**src/rtl/core/sra_pkg.sv**
```systemverilog
// selective-repeat arq package: field types, codes, command and status structs
`timescale 1ns / 1ps

package sra_pkg;

  localparam int SEQ_BITS = 3;
  localparam int NR_BUFS  = 4;
  localparam int PKT_W    = 32;
  localparam int IDX_W    = $clog2(NR_BUFS);
  localparam int CNT_W    = $clog2(NR_BUFS + 1);

  typedef logic [SEQ_BITS-1:0] seq_t;
  typedef logic [PKT_W-1:0]    pkt_t;

  typedef enum logic [2:0] {
    OP_NEW_PKT     = 3'd0,
    OP_FRAME       = 3'd1,
    OP_CKSUM_ERR   = 3'd2,
    OP_TIMEOUT     = 3'd3,
    OP_ACK_TIMEOUT = 3'd4
  } op_e;

  typedef enum logic [1:0] {
    KIND_DATA = 2'd0,
    KIND_ACK  = 2'd1,
    KIND_NAK  = 2'd2
  } kind_e;

  typedef enum logic [1:0] {
    ACT_SEND         = 2'd0,
    ACT_DELIVER      = 2'd1,
    ACT_STOP_TIMER   = 2'd2,
    ACT_STATUS_TIMER = 2'd3
  } action_e;

  typedef struct packed {
    logic [2:0] op;
    pkt_t       new_packet;
    logic [1:0] rx_kind;
    seq_t       rx_seq;
    seq_t       rx_ack;
    pkt_t       rx_payload;
    seq_t       expired_seq;
  } in_t;

  typedef struct packed {
    logic [1:0] action;
    logic [1:0] tx_kind;
    seq_t       tx_seq;
    seq_t       tx_ack;
    pkt_t       payload;
    logic       ack_tmr_start;
    logic       net_enable;
    logic       last;
  } res_t;

  // controller to datapath
  typedef struct packed {
    logic capture;
    logic send_new;
    logic send_nak;
    logic ack_timer;
    logic send_retx;
    logic send_ack;
    logic store_rx;
    logic deliver;
    logic resend;
    logic stop;
    logic status;
  } cmd_t;

  // datapath to controller
  typedef struct packed {
    logic [2:0] op;
    logic [1:0] rx_kind;
    logic       win_full;
    logic       nak_ok;
    logic       seq_is_low;
    logic       rx_fresh;
    logic       deliver_rdy;
    logic       resend_ok;
    logic       stop_ok;
  } stat_t;

  // a <= b < c in circular order
  function automatic logic in_window(seq_t a, seq_t b, seq_t c);
    in_window = ((a <= b) && (b < c)) || ((c < a) && (a <= b)) ||
                ((b < c) && (c < a));
  endfunction

endpackage

```
**src/rtl/core/selective_repeat_arq_top.sv**
```systemverilog
// selective-repeat arq engine top level
//
//   channel   direction  transfer when            payload
//   event     in         start && !busy           item_i   (in_t)
//   result    out        res_strobe_o (1 cycle)   result_o (res_t)
//
// the controller emits at most one result per cycle, so the delivery loop
// and the ack loop (up to NR_BUFS steps each) set how long an event keeps
// the engine busy.
// results appear in the cycle after the step that makes them; the status item
// (last set) shows in the first cycle that busy is low again.
// reset clears the windows, counters and arrival map; the packet stores keep
// whatever they hold. the receiver cannot stall; start is ignored while busy.
`timescale 1ns / 1ps

module selective_repeat_arq_top import sra_pkg::*; (
  input  logic clk_i,
  input  logic rst_ni,
  input  logic start,
  output logic busy,
  input  in_t  item_i,
  output logic res_strobe_o,
  output res_t result_o
);

  // command and status between the controller and the datapath
  cmd_t  cmd;
  stat_t stat;

  // sequencer: one state per step of the event, one result per step at most
  sra_ctrl u_ctrl (
    .clk_i  (clk_i),
    .rst_ni (rst_ni),
    .start_i(start),
    .stat_i (stat),
    .cmd_o  (cmd),
    .busy_o (busy)
  );

  // window state, packet stores and the registered result
  sra_datapath u_datapath (
    .clk_i      (clk_i),
    .rst_ni     (rst_ni),
    .item_i     (item_i),
    .cmd_i      (cmd),
    .stat_o     (stat),
    .res_valid_o(res_strobe_o),
    .res_o      (result_o)
  );

endmodule

```
**src/rtl/core/sra_datapath.sv**
```systemverilog
// selective-repeat arq datapath: window registers, stores, result register
`timescale 1ns / 1ps

module sra_datapath import sra_pkg::*; (
  input  logic  clk_i,
  input  logic  rst_ni,
  input  in_t   item_i,
  input  cmd_t  cmd_i,
  output stat_t stat_o,
  output logic  res_valid_o,
  output res_t  res_o
);

  in_t              item_q;
  seq_t             send_low_q, send_next_q, recv_low_q, recv_high_q;
  logic [CNT_W-1:0] outstanding_q;
  logic             nak_allowed_q;
  logic [NR_BUFS-1:0] arrived_q;
  pkt_t             send_store_q [NR_BUFS];
  pkt_t             recv_store_q [NR_BUFS];
  logic             res_valid_q;
  res_t             res_q, res_d;

  seq_t             nr;
  seq_t             ack_field;
  logic [IDX_W-1:0] rx_idx, low_idx, next_idx, nr_idx, exp_idx, slow_idx;
  logic             win_full;

  assign nr        = item_q.rx_ack + seq_t'(1);
  assign ack_field = recv_low_q - seq_t'(1);
  assign rx_idx    = item_q.rx_seq[IDX_W-1:0];
  assign low_idx   = recv_low_q[IDX_W-1:0];
  assign next_idx  = send_next_q[IDX_W-1:0];
  assign nr_idx    = nr[IDX_W-1:0];
  assign exp_idx   = item_q.expired_seq[IDX_W-1:0];
  assign slow_idx  = send_low_q[IDX_W-1:0];
  assign win_full  = outstanding_q >= CNT_W'(NR_BUFS);

  always_comb begin
    stat_o.op          = item_q.op;
    stat_o.rx_kind     = item_q.rx_kind;
    stat_o.win_full    = win_full;
    stat_o.nak_ok      = nak_allowed_q;
    stat_o.seq_is_low  = item_q.rx_seq == recv_low_q;
    stat_o.rx_fresh    = in_window(recv_low_q, item_q.rx_seq, recv_high_q) &&
                         !arrived_q[rx_idx];
    stat_o.deliver_rdy = arrived_q[low_idx];
    stat_o.resend_ok   = (item_q.rx_kind == KIND_NAK) &&
                         in_window(send_low_q, nr, send_next_q);
    stat_o.stop_ok     = (outstanding_q != '0) &&
                         in_window(send_low_q, item_q.rx_ack, send_next_q);
  end

  // result item for this cycle's command
  always_comb begin
    res_d = '0;
    if (cmd_i.send_new) begin
      res_d.action  = ACT_SEND;
      res_d.tx_kind = KIND_DATA;
      res_d.tx_seq  = send_next_q;
      res_d.tx_ack  = ack_field;
      res_d.payload = item_q.new_packet;
    end else if (cmd_i.send_nak) begin
      res_d.action  = ACT_SEND;
      res_d.tx_kind = KIND_NAK;
      res_d.tx_ack  = ack_field;
    end else if (cmd_i.ack_timer) begin
      res_d.action        = ACT_STATUS_TIMER;
      res_d.ack_tmr_start = 1'b1;
    end else if (cmd_i.send_retx) begin
      res_d.action  = ACT_SEND;
      res_d.tx_kind = KIND_DATA;
      res_d.tx_seq  = item_q.expired_seq;
      res_d.tx_ack  = ack_field;
      res_d.payload = send_store_q[exp_idx];
    end else if (cmd_i.send_ack) begin
      res_d.action  = ACT_SEND;
      res_d.tx_kind = KIND_ACK;
      res_d.tx_ack  = ack_field;
    end else if (cmd_i.deliver) begin
      res_d.action        = ACT_DELIVER;
      res_d.payload       = recv_store_q[low_idx];
      res_d.ack_tmr_start = 1'b1;
    end else if (cmd_i.resend) begin
      res_d.action  = ACT_SEND;
      res_d.tx_kind = KIND_DATA;
      res_d.tx_seq  = nr;
      res_d.tx_ack  = ack_field;
      res_d.payload = send_store_q[nr_idx];
    end else if (cmd_i.stop) begin
      res_d.action = ACT_STOP_TIMER;
      res_d.tx_seq = seq_t'(slow_idx);
    end else if (cmd_i.status) begin
      res_d.action     = ACT_STATUS_TIMER;
      res_d.net_enable = !win_full;
      res_d.last       = 1'b1;
    end
  end

  always_ff @(posedge clk_i or negedge rst_ni) begin
    if (!rst_ni) begin
      send_low_q    <= '0;
      send_next_q   <= '0;
      recv_low_q    <= '0;
      recv_high_q   <= seq_t'(NR_BUFS);
      outstanding_q <= '0;
      nak_allowed_q <= 1'b1;
      arrived_q     <= '0;
      res_valid_q   <= 1'b0;
    end else begin
      res_valid_q <= cmd_i.send_new | cmd_i.send_nak | cmd_i.ack_timer |
                     cmd_i.send_retx | cmd_i.send_ack | cmd_i.deliver |
                     cmd_i.resend | cmd_i.stop | cmd_i.status;
      if (cmd_i.send_new) begin
        outstanding_q <= outstanding_q + CNT_W'(1);
        send_next_q   <= send_next_q + seq_t'(1);
      end
      if (cmd_i.send_nak) begin
        nak_allowed_q <= 1'b0;
      end
      if (cmd_i.store_rx) begin
        arrived_q[rx_idx] <= 1'b1;
      end
      if (cmd_i.deliver) begin
        nak_allowed_q      <= 1'b1;
        arrived_q[low_idx] <= 1'b0;
        recv_low_q         <= recv_low_q + seq_t'(1);
        recv_high_q        <= recv_high_q + seq_t'(1);
      end
      if (cmd_i.stop) begin
        outstanding_q <= outstanding_q - CNT_W'(1);
        send_low_q    <= send_low_q + seq_t'(1);
      end
    end
  end

  // payload storage, no reset
  always_ff @(posedge clk_i) begin
    if (cmd_i.capture) begin
      item_q <= item_i;
    end
    if (cmd_i.send_new) begin
      send_store_q[next_idx] <= item_q.new_packet;
    end
    if (cmd_i.store_rx) begin
      recv_store_q[rx_idx] <= item_q.rx_payload;
    end
    res_q <= res_d;
  end

  assign res_valid_o = res_valid_q;
  assign res_o       = res_q;

endmodule

```
**src/rtl/core/sra_ctrl.sv**
```systemverilog
// selective-repeat arq controller: event sequencing state machine
`timescale 1ns / 1ps

module sra_ctrl import sra_pkg::*; (
  input  logic  clk_i,
  input  logic  rst_ni,
  input  logic  start_i,
  input  stat_t stat_i,
  output cmd_t  cmd_o,
  output logic  busy_o
);

  typedef enum logic [2:0] {
    S_IDLE,
    S_FIRST,
    S_ACCEPT,
    S_DELIVER,
    S_RESEND,
    S_STOP,
    S_STATUS
  } state_e;

  state_e state_q, state_d;

  always_comb begin
    cmd_o   = '0;
    state_d = state_q;
    case (state_q)
      S_IDLE: begin
        if (start_i) begin
          cmd_o.capture = 1'b1;
          state_d       = S_FIRST;
        end
      end
      S_FIRST: begin
        state_d = S_STATUS;
        case (stat_i.op)
          OP_NEW_PKT: begin
            cmd_o.send_new = !stat_i.win_full;
          end
          OP_FRAME: begin
            if (stat_i.rx_kind == KIND_DATA) begin
              if (!stat_i.seq_is_low && stat_i.nak_ok) begin
                cmd_o.send_nak = 1'b1;
              end else begin
                cmd_o.ack_timer = 1'b1;
              end
              state_d = S_ACCEPT;
            end else begin
              state_d = S_RESEND;
            end
          end
          OP_CKSUM_ERR: begin
            cmd_o.send_nak = stat_i.nak_ok;
          end
          OP_TIMEOUT: begin
            cmd_o.send_retx = 1'b1;
          end
          OP_ACK_TIMEOUT: begin
            cmd_o.send_ack = 1'b1;
          end
          default: begin
            state_d = S_STATUS;
          end
        endcase
      end
      S_ACCEPT: begin
        if (stat_i.rx_fresh) begin
          cmd_o.store_rx = 1'b1;
          state_d        = S_DELIVER;
        end else begin
          state_d = S_RESEND;
        end
      end
      S_DELIVER: begin
        if (stat_i.deliver_rdy) begin
          cmd_o.deliver = 1'b1;
        end else begin
          state_d = S_RESEND;
        end
      end
      S_RESEND: begin
        cmd_o.resend = stat_i.resend_ok;
        state_d      = S_STOP;
      end
      S_STOP: begin
        if (stat_i.stop_ok) begin
          cmd_o.stop = 1'b1;
        end else begin
          state_d = S_STATUS;
        end
      end
      S_STATUS: begin
        cmd_o.status = 1'b1;
        state_d      = S_IDLE;
      end
      default: begin
        state_d = S_IDLE;
      end
    endcase
  end

  always_ff @(posedge clk_i or negedge rst_ni) begin
    if (!rst_ni) begin
      state_q <= S_IDLE;
    end else begin
      state_q <= state_d;
    end
  end

  assign busy_o = state_q != S_IDLE;

endmodule

```
**config.mk**
```make
export PLATFORM = sky130hd
export DESIGN_NAME = selective_repeat_arq_top
export DESIGN_NICKNAME = d
export VERILOG_FILES = /design/src/rtl/core/sra_pkg.sv /design/src/rtl/core/selective_repeat_arq_top.sv /design/src/rtl/core/sra_datapath.sv /design/src/rtl/core/sra_ctrl.sv
export SDC_FILE = /design/constraint.sdc
export NUM_CORES = 1
export LEC_CHECK = 0
export CORE_MARGIN = 5
export CORE_UTILIZATION = 65
export DETAILED_ROUTE_END_ITERATION = 10
export DONT_BUFFER_PORTS = 1
export GPL_ROUTABILITY_DRIVEN = 0
export PLACE_DENSITY_LB_ADDON = 0.15
export SLEW_MARGIN = 40
export SYNTH_ARGS = -nofsm -noshare
export SYNTH_HDL_FRONTEND = slang
export SYNTH_SLANG_ARGS = --single-unit
```
**constraint.sdc**
```tcl
create_clock -name clk_i -period 16.6 [get_ports clk_i]
set_clock_uncertainty 0.2 [all_clocks]
set_input_delay 2.49 -clock clk_i [delete_from_list [all_inputs] [get_ports clk_i]]
set_output_delay 2.49 -clock clk_i [all_outputs]
set_load 0.05 [all_outputs]
```
======== Word-level counts from Yosys, hierarchy flattened ========
Memory sizes are Yosys's and may differ from the RTL's. A register that Yosys moved wholly into a read port is not among the register bits.
Index checks and enable logic that the tools add are counted.
word-level totals
  word-level logic and storage cells ...... 196
  output and inout port bits .............. 47
  input port bits ......................... 81
  RAM bits ................................ 256
  memories kept ........................... 2
  flip-flop bits (word level) ............. 147
memories
  memory                   words  width  rd ports  clocked after Yosys merged registers in  write ports  line                RTL
  u_datapath.recv_store_q  4      32     1         0                                        1            sra_datapath.sv:20  pkt_t recv_store_q [NR_BUFS];
  u_datapath.send_store_q  4      32     2         1                                        1            sra_datapath.sv:19  pkt_t send_store_q [NR_BUFS];
operators by class
  add/subtract/negate cells ............... 8
  order comparisons ....................... 13
  equality and inequality tests ........... 15
  bitwise operators ....................... 11
  reductions and logical operators ........ 34
  multiplexer cells ....................... 88
operators with widths
  kind                 number
  $mux 35              13
  $mux 3               14
  $mux 42              1
  $mux 40              1
  $mux 38              1
  $mux 32              1
  $mux 8               4
  $mux 1               28
  $mux 2               14
  $add 3x1->3 const B  6
  $pmux 3 s6           1
  $logic_and 1x1->1    15
  $lt 3x3->1           5
  $eq 3x2->1 const B   4
  $eq 3x3->1 const B   4
  $mux 4               3
  $le 3x3->1           3
  $or 1x1->1           8
  $eq 3x1->1 const B   2
  $logic_not 3->1      2
  $logic_or 1x1->1     6
  $lt 2x3->1 const B   2
  $mux 6               1
  $ne 2x2->1 const B   3
  19 further kinds     27

======== Logic depth before layout (Yosys ltp) ========
  word-level depth ........................ 24
  depth in mapped cells ................... 12

======== By module ========
A second synthesis with hierarchy kept.
second synthesis, totals
  cells, all modules ...................... 868
  area total of the unflattened synthesis .. 16,412.0 um^2
by module, submodules not included
  module        cells each  area each (um^2)  instances
  sra_datapath  827         16,089.2          1
  sra_ctrl      41          322.8             1

======== Worst setup path before layout ========
OpenSTA, ideal clock, no wires.
  path type ............................... reg2reg
  start point ............................. register u_datapath.recv_low_q[0]
  end point ............................... memory u_datapath.recv_store_q[0][0] in the netlist's numbering (enable)
  path buffers ............................ 3
  cell stages (with the launch flop) ...... 11
  path slack .............................. 11.190 ns
  data required time ...................... 15.939 ns
  arrival ................................. 4.749 ns
  clock period less this slack ............ 5.410 ns
  cell sequence ........................... dfrtp_1 -> buf_2 -> buf_1 -> inv_1 -> ha_1 -> nand3_1 -> a21boi_0 -> maj3_1 -> or2_1 -> buf_6 -> nor3_1
between the ends
  longest elaborated chain between the ends .. 9
  elaborated cells on any way between the ends .. 12
  those cells by class .................... order compare: 2; mux: 4; reduce/logical: 6
ends and longest elaborated chain
  element                                          line                          RTL
  start, declared                                  sra_datapath.sv:15            seq_t send_low_q, send_next_q, recv_low_q, recv_high_q;
  start signal, assigned                           sra_datapath.sv:127           recv_low_q <= recv_low_q + seq_t'(1);
  $le 3x3->1 / $lt 3x3->1 (equally long branches)  sra_pkg.sv:87, sra_pkg.sv:88
  $logic_and 1x1->1                                sra_pkg.sv:87                 in_window = ((a <= b) && (b < c)) || ((c < a) && (a <= b)) ||
  $logic_or 1x1->1                                 sra_pkg.sv:87
  $logic_or 1x1->1 *                               sra_pkg.sv:87
  $logic_and 1x1->1 *                              sra_datapath.sv:45            stat_o.rx_fresh = in_window(recv_low_q, item_q.rx_seq, recv_high_q) &&
  $mux 1 *                                         sra_ctrl.sv:68                if (stat_i.rx_fresh) begin
  $mux 1 *                                         sra_ctrl.sv:28                case (state_q)
  $mux 1 *                                         sra_datapath.sv:145           if (cmd_i.store_rx) begin
  $mux 1 (implied by the code) *                   sra_datapath.sv:146           recv_store_q[rx_idx] <= item_q.rx_payload;
  end, declared                                    sra_datapath.sv:20
Every way passes the cells marked *; elsewhere a longest branch is shown, timed or not.

======== Worst setup path in the final report ========
  start point ............................. register u_ctrl.state_q[1]
  end point ............................... output port busy
between the ends
  longest elaborated chain between the ends .. 1
ends and longest elaborated chain
  element                 line                            RTL
  start, declared         sra_ctrl.sv:23                  state_e state_q, state_d;
  start signal, assigned  sra_ctrl.sv:107                 state_q <= state_d;
  $reduce_bool 3->1       sra_ctrl.sv:111                 assign busy_o = state_q != S_IDLE;
  end, declared           selective_repeat_arq_top.sv:20  output logic busy,
No other way between the ends.

==> reports/metrics.cfg <==
[power]
switching_share_pct = 27.58
p_clk_share_pct = 33.9
p_int_w = 0.001894
combPwrFrac_pct = 14.8
p_seq_share_pct = 51.3
power.leakage_nw = 5.975
powerDensity_nw_per_um2 = 146.8
worst_ir_drop_vdd_uv = 112.2
p_sw_w = 0.0007211

[synthesis]
async_flop_share_pct = 5.926
synth.top_cell.area_share_pct = 62.54
ys_seq_area_share_pct = 72.16
synth.avg_cell_area_um2 = 18.82
synth_cells = 852
yosysTopAreaCell = edfxtp_1
synth_top_flop_cell = edfxtp_1
synth_edf_count = 334
synth_nets = 964
synth.most_common_cell = edfxtp_1
synth_area_leaders = edfxtp_1 (63%), mux4_2 (14%), dfxtp_1 (5.9%)
yosys-top-cells-count = edfxtp_1 (334), mux4_2 (98), nand2_1 (57), dfxtp_1 (47), nand3_1 (40)
synth_warnings = 0
synth_cell_types = 58
synth_seq_cells = 405
syn_area_um2 = 16040

[cells_and_area]
finalNetCount = 974
n_antenna_cell = 0
drive_gt1_share_pct = 22.71
fin_cells = 1218
final_util_pct = 73.23
area_delta_synth_final_pct = 11.05
fillCellCount = 1436

[run]
cap_violations = 0

[setup_path]
crit_type = reg -> out
cp_top_family = simple AND/OR/NAND/NOR gates
crit_fanout = 14
crit_chain = or3_1
crit_arrival_ns = 1.68
end_kind = output port
crit_slowest_cell = or3_1
path_buf_inv = 0
r2r_cells = 8
reg2reg_from = u_datapath.recv_low_q[1]
r2r-end = u_datapath.recv_store_q[3][13]
cp.required_ns = 13.91
ff2ff_setup_slack_ns = 12.74
startpoint_type = flop
cpPeakStageDelay_ns = 0.64

[cts]
clockRootBuffer = clkbuf_16
h-tree-depth = 2
post-cts-setup-buffers = 0
cts_tree = yes
insertion_delay_ns = 0.53
cts-hold-fix-buffers = 0
cts.sinks = 405
clk_pin_slew_ns = 0.06
cts_buffer_depth = 3
cts-buffers-inserted = 40
cts-resized-gates = 0

[timing]
slew-limit-headroom_pct = 52.10
period_share_pct = 26.32
report.final.hold_viol_count = 0
setup_tns_ns = 0
setup-violations-final = 0
layout_setup_ws_ns = 12.23
final_max_slew_viol_count = 0
rsz0062_at_grt = no
min_period_ns = 4.369
tightest_slew_ns = 0.7186
fmax_mhz = 228.9

[global_routing]
grt-ovfl-total = 0
antenna_found_initial = 0
grt_pass1_vias = 8762
grt_pass1_wl_um = 52010
grt_max_degree = 47
grtUsageTotal_pct = 24.32

[place]
port_buffers = 0
dpl_worst_slack_ns = 12.64
dp_cells = 1142
dp_hpwl_um = 19920

[route]
drtIter0Drc = 1000
wl_um = 33170
vias = 8159
vias_per_cell = 6.699
drt_pass1_iterations = 7
drc_errors = 0
routedWlPerCell_um = 27.23
ant_nets = 0

[die]
rows = 57
core_area_um2 = 24320
start_util_pct = 65.95
die_w_um = 167.1
dieArea_um2 = 27920
boundaryPins = 128
die_h_um = 167.1

[min_path]
hold_path.class = reg -> reg
hold_end = u_datapath.recv_store_q[2][31]
hold_path_depth = 0
hold_start = u_datapath.item_q[34]

[run_status]
run_status = completed

[metal layers]
layer | global-route usage [%] | vias to the layer above | share of wire (%)
li1 | - | 3481 | -
met1 | 33.59 | 4215 | 39
met2 | 39.79 | 402 | 50
met3 | 5.570 | 61 | 8.1
met4 | 7.079 | 0 | 2.6
met5 | 0 | - | 0
[power groups by stage]
| stage | Sequential, W | Clock [W] | Combinational, W |
|---|---|---|---|
| 6_report | 0.00134 | 0.000887 | 0.000386 |
| 3_5_place_dp | 0.00136 | 0 | 0.000382 |
| 2_1_floorplan | 0.00132 | 0 | 0.000282 |
| 5_1_grt | 0.00135 | 0.000953 | 0.000422 |
| 3_3_place_gp | 0.00136 | 0 | 0.000343 |
| 4_1_cts | 0.00134 | 0.000899 | 0.000385 |
[state kept, by name, indices dropped and copies added (netlist names), 3 cells and up, named ones only]
| signal | cells |
|---|---|
| u_datapath.recv_store_q | 128 |
| u_datapath.send_store_q | 128 |
| u_datapath.item_q | 71 |
| u_datapath.res_o | 45 |
| u_datapath.stat_o | 5 |
| u_datapath.arrived_q | 4 |
| u_ctrl.state_q | 3 |
| u_datapath.outstanding_q | 3 |
| u_datapath.recv_high_q | 3 |
| u_datapath.recv_low_q | 3 |
| u_datapath.send_low_q | 3 |
| u_datapath.send_next_q | 3 |
[layout by cell type, fill, tap and decap left out, drive strengths merged, types with 15 or more instances in the layout]
master / count
buf: 15
nand2: 57
dfrtp: 22
inv: 27
a222oi: 32
mux4: 98
nand3: 40
ha: 30
dfxtp: 47
clkbuf: 55
edfxtp: 334
[cells by family (layout without fill, tap and decap cells)]
logic type	after synthesis	after routing	synth area share [%]
adder cells (fa/ha/maj)	32	32	2.528
flip-flops	405	405	72.16
multiplexers	103	103	14.11
AO/OA/AOI/OAI	78	78	3.924
XOR/XNOR	11	11	0.6007
buffers and inverters	72	114	2.013
AND/OR/NAND/NOR	151	151	4.666
[metrics by stage]
stage	power, W	hold slack (ns)	area [µm²]
final	0.002615	0.2913	17810
after global routing	0.002726	0.3101	17810
after CTS	0.002627	0.2965	17770
after detailed placement	0.001745	0.2849	16470
after global placement	0.001700	0.2670	16340
after floorplan	0.001603	0.2545	16040
[how the worst max path moves through the flow]
stage | from | to | slack [ns] | cells after the start
floorplan | u_datapath.recv_low_q[0] | u_datapath.recv_store_q[0][0] | 11.19 | 10
global placement | u_datapath.item_q[35] | u_datapath.res_o[38] | 12.19 | 9
detailed placement | start | u_datapath.item_q[22] | 12.64 | 2
CTS | u_ctrl.state_q[1] | busy | 12.23 | 1
global route | u_ctrl.state_q[1] | busy | 12.19 | 1
finish | u_ctrl.state_q[1] | busy | 12.23 | 1
[final cells by class]
| cell class | count | area, µm² | area share (%) |
|---|---|---|---|
| Sequential cell | 405 | 11580 | 65.04 |
| Clock inverter | 19 | 202.7 | 1.138 |
| Tap cell | 324 | 405.4 | 2.276 |
| Inverter | 25 | 93.84 | 0.5269 |
| Multi-Input combinational cell | 375 | 4224 | 23.72 |
| Clock buffer | 55 | 1099 | 6.168 |
| Timing Repair Buffer | 15 | 201.4 | 1.131 |
(Power assumes the default switching activity.)
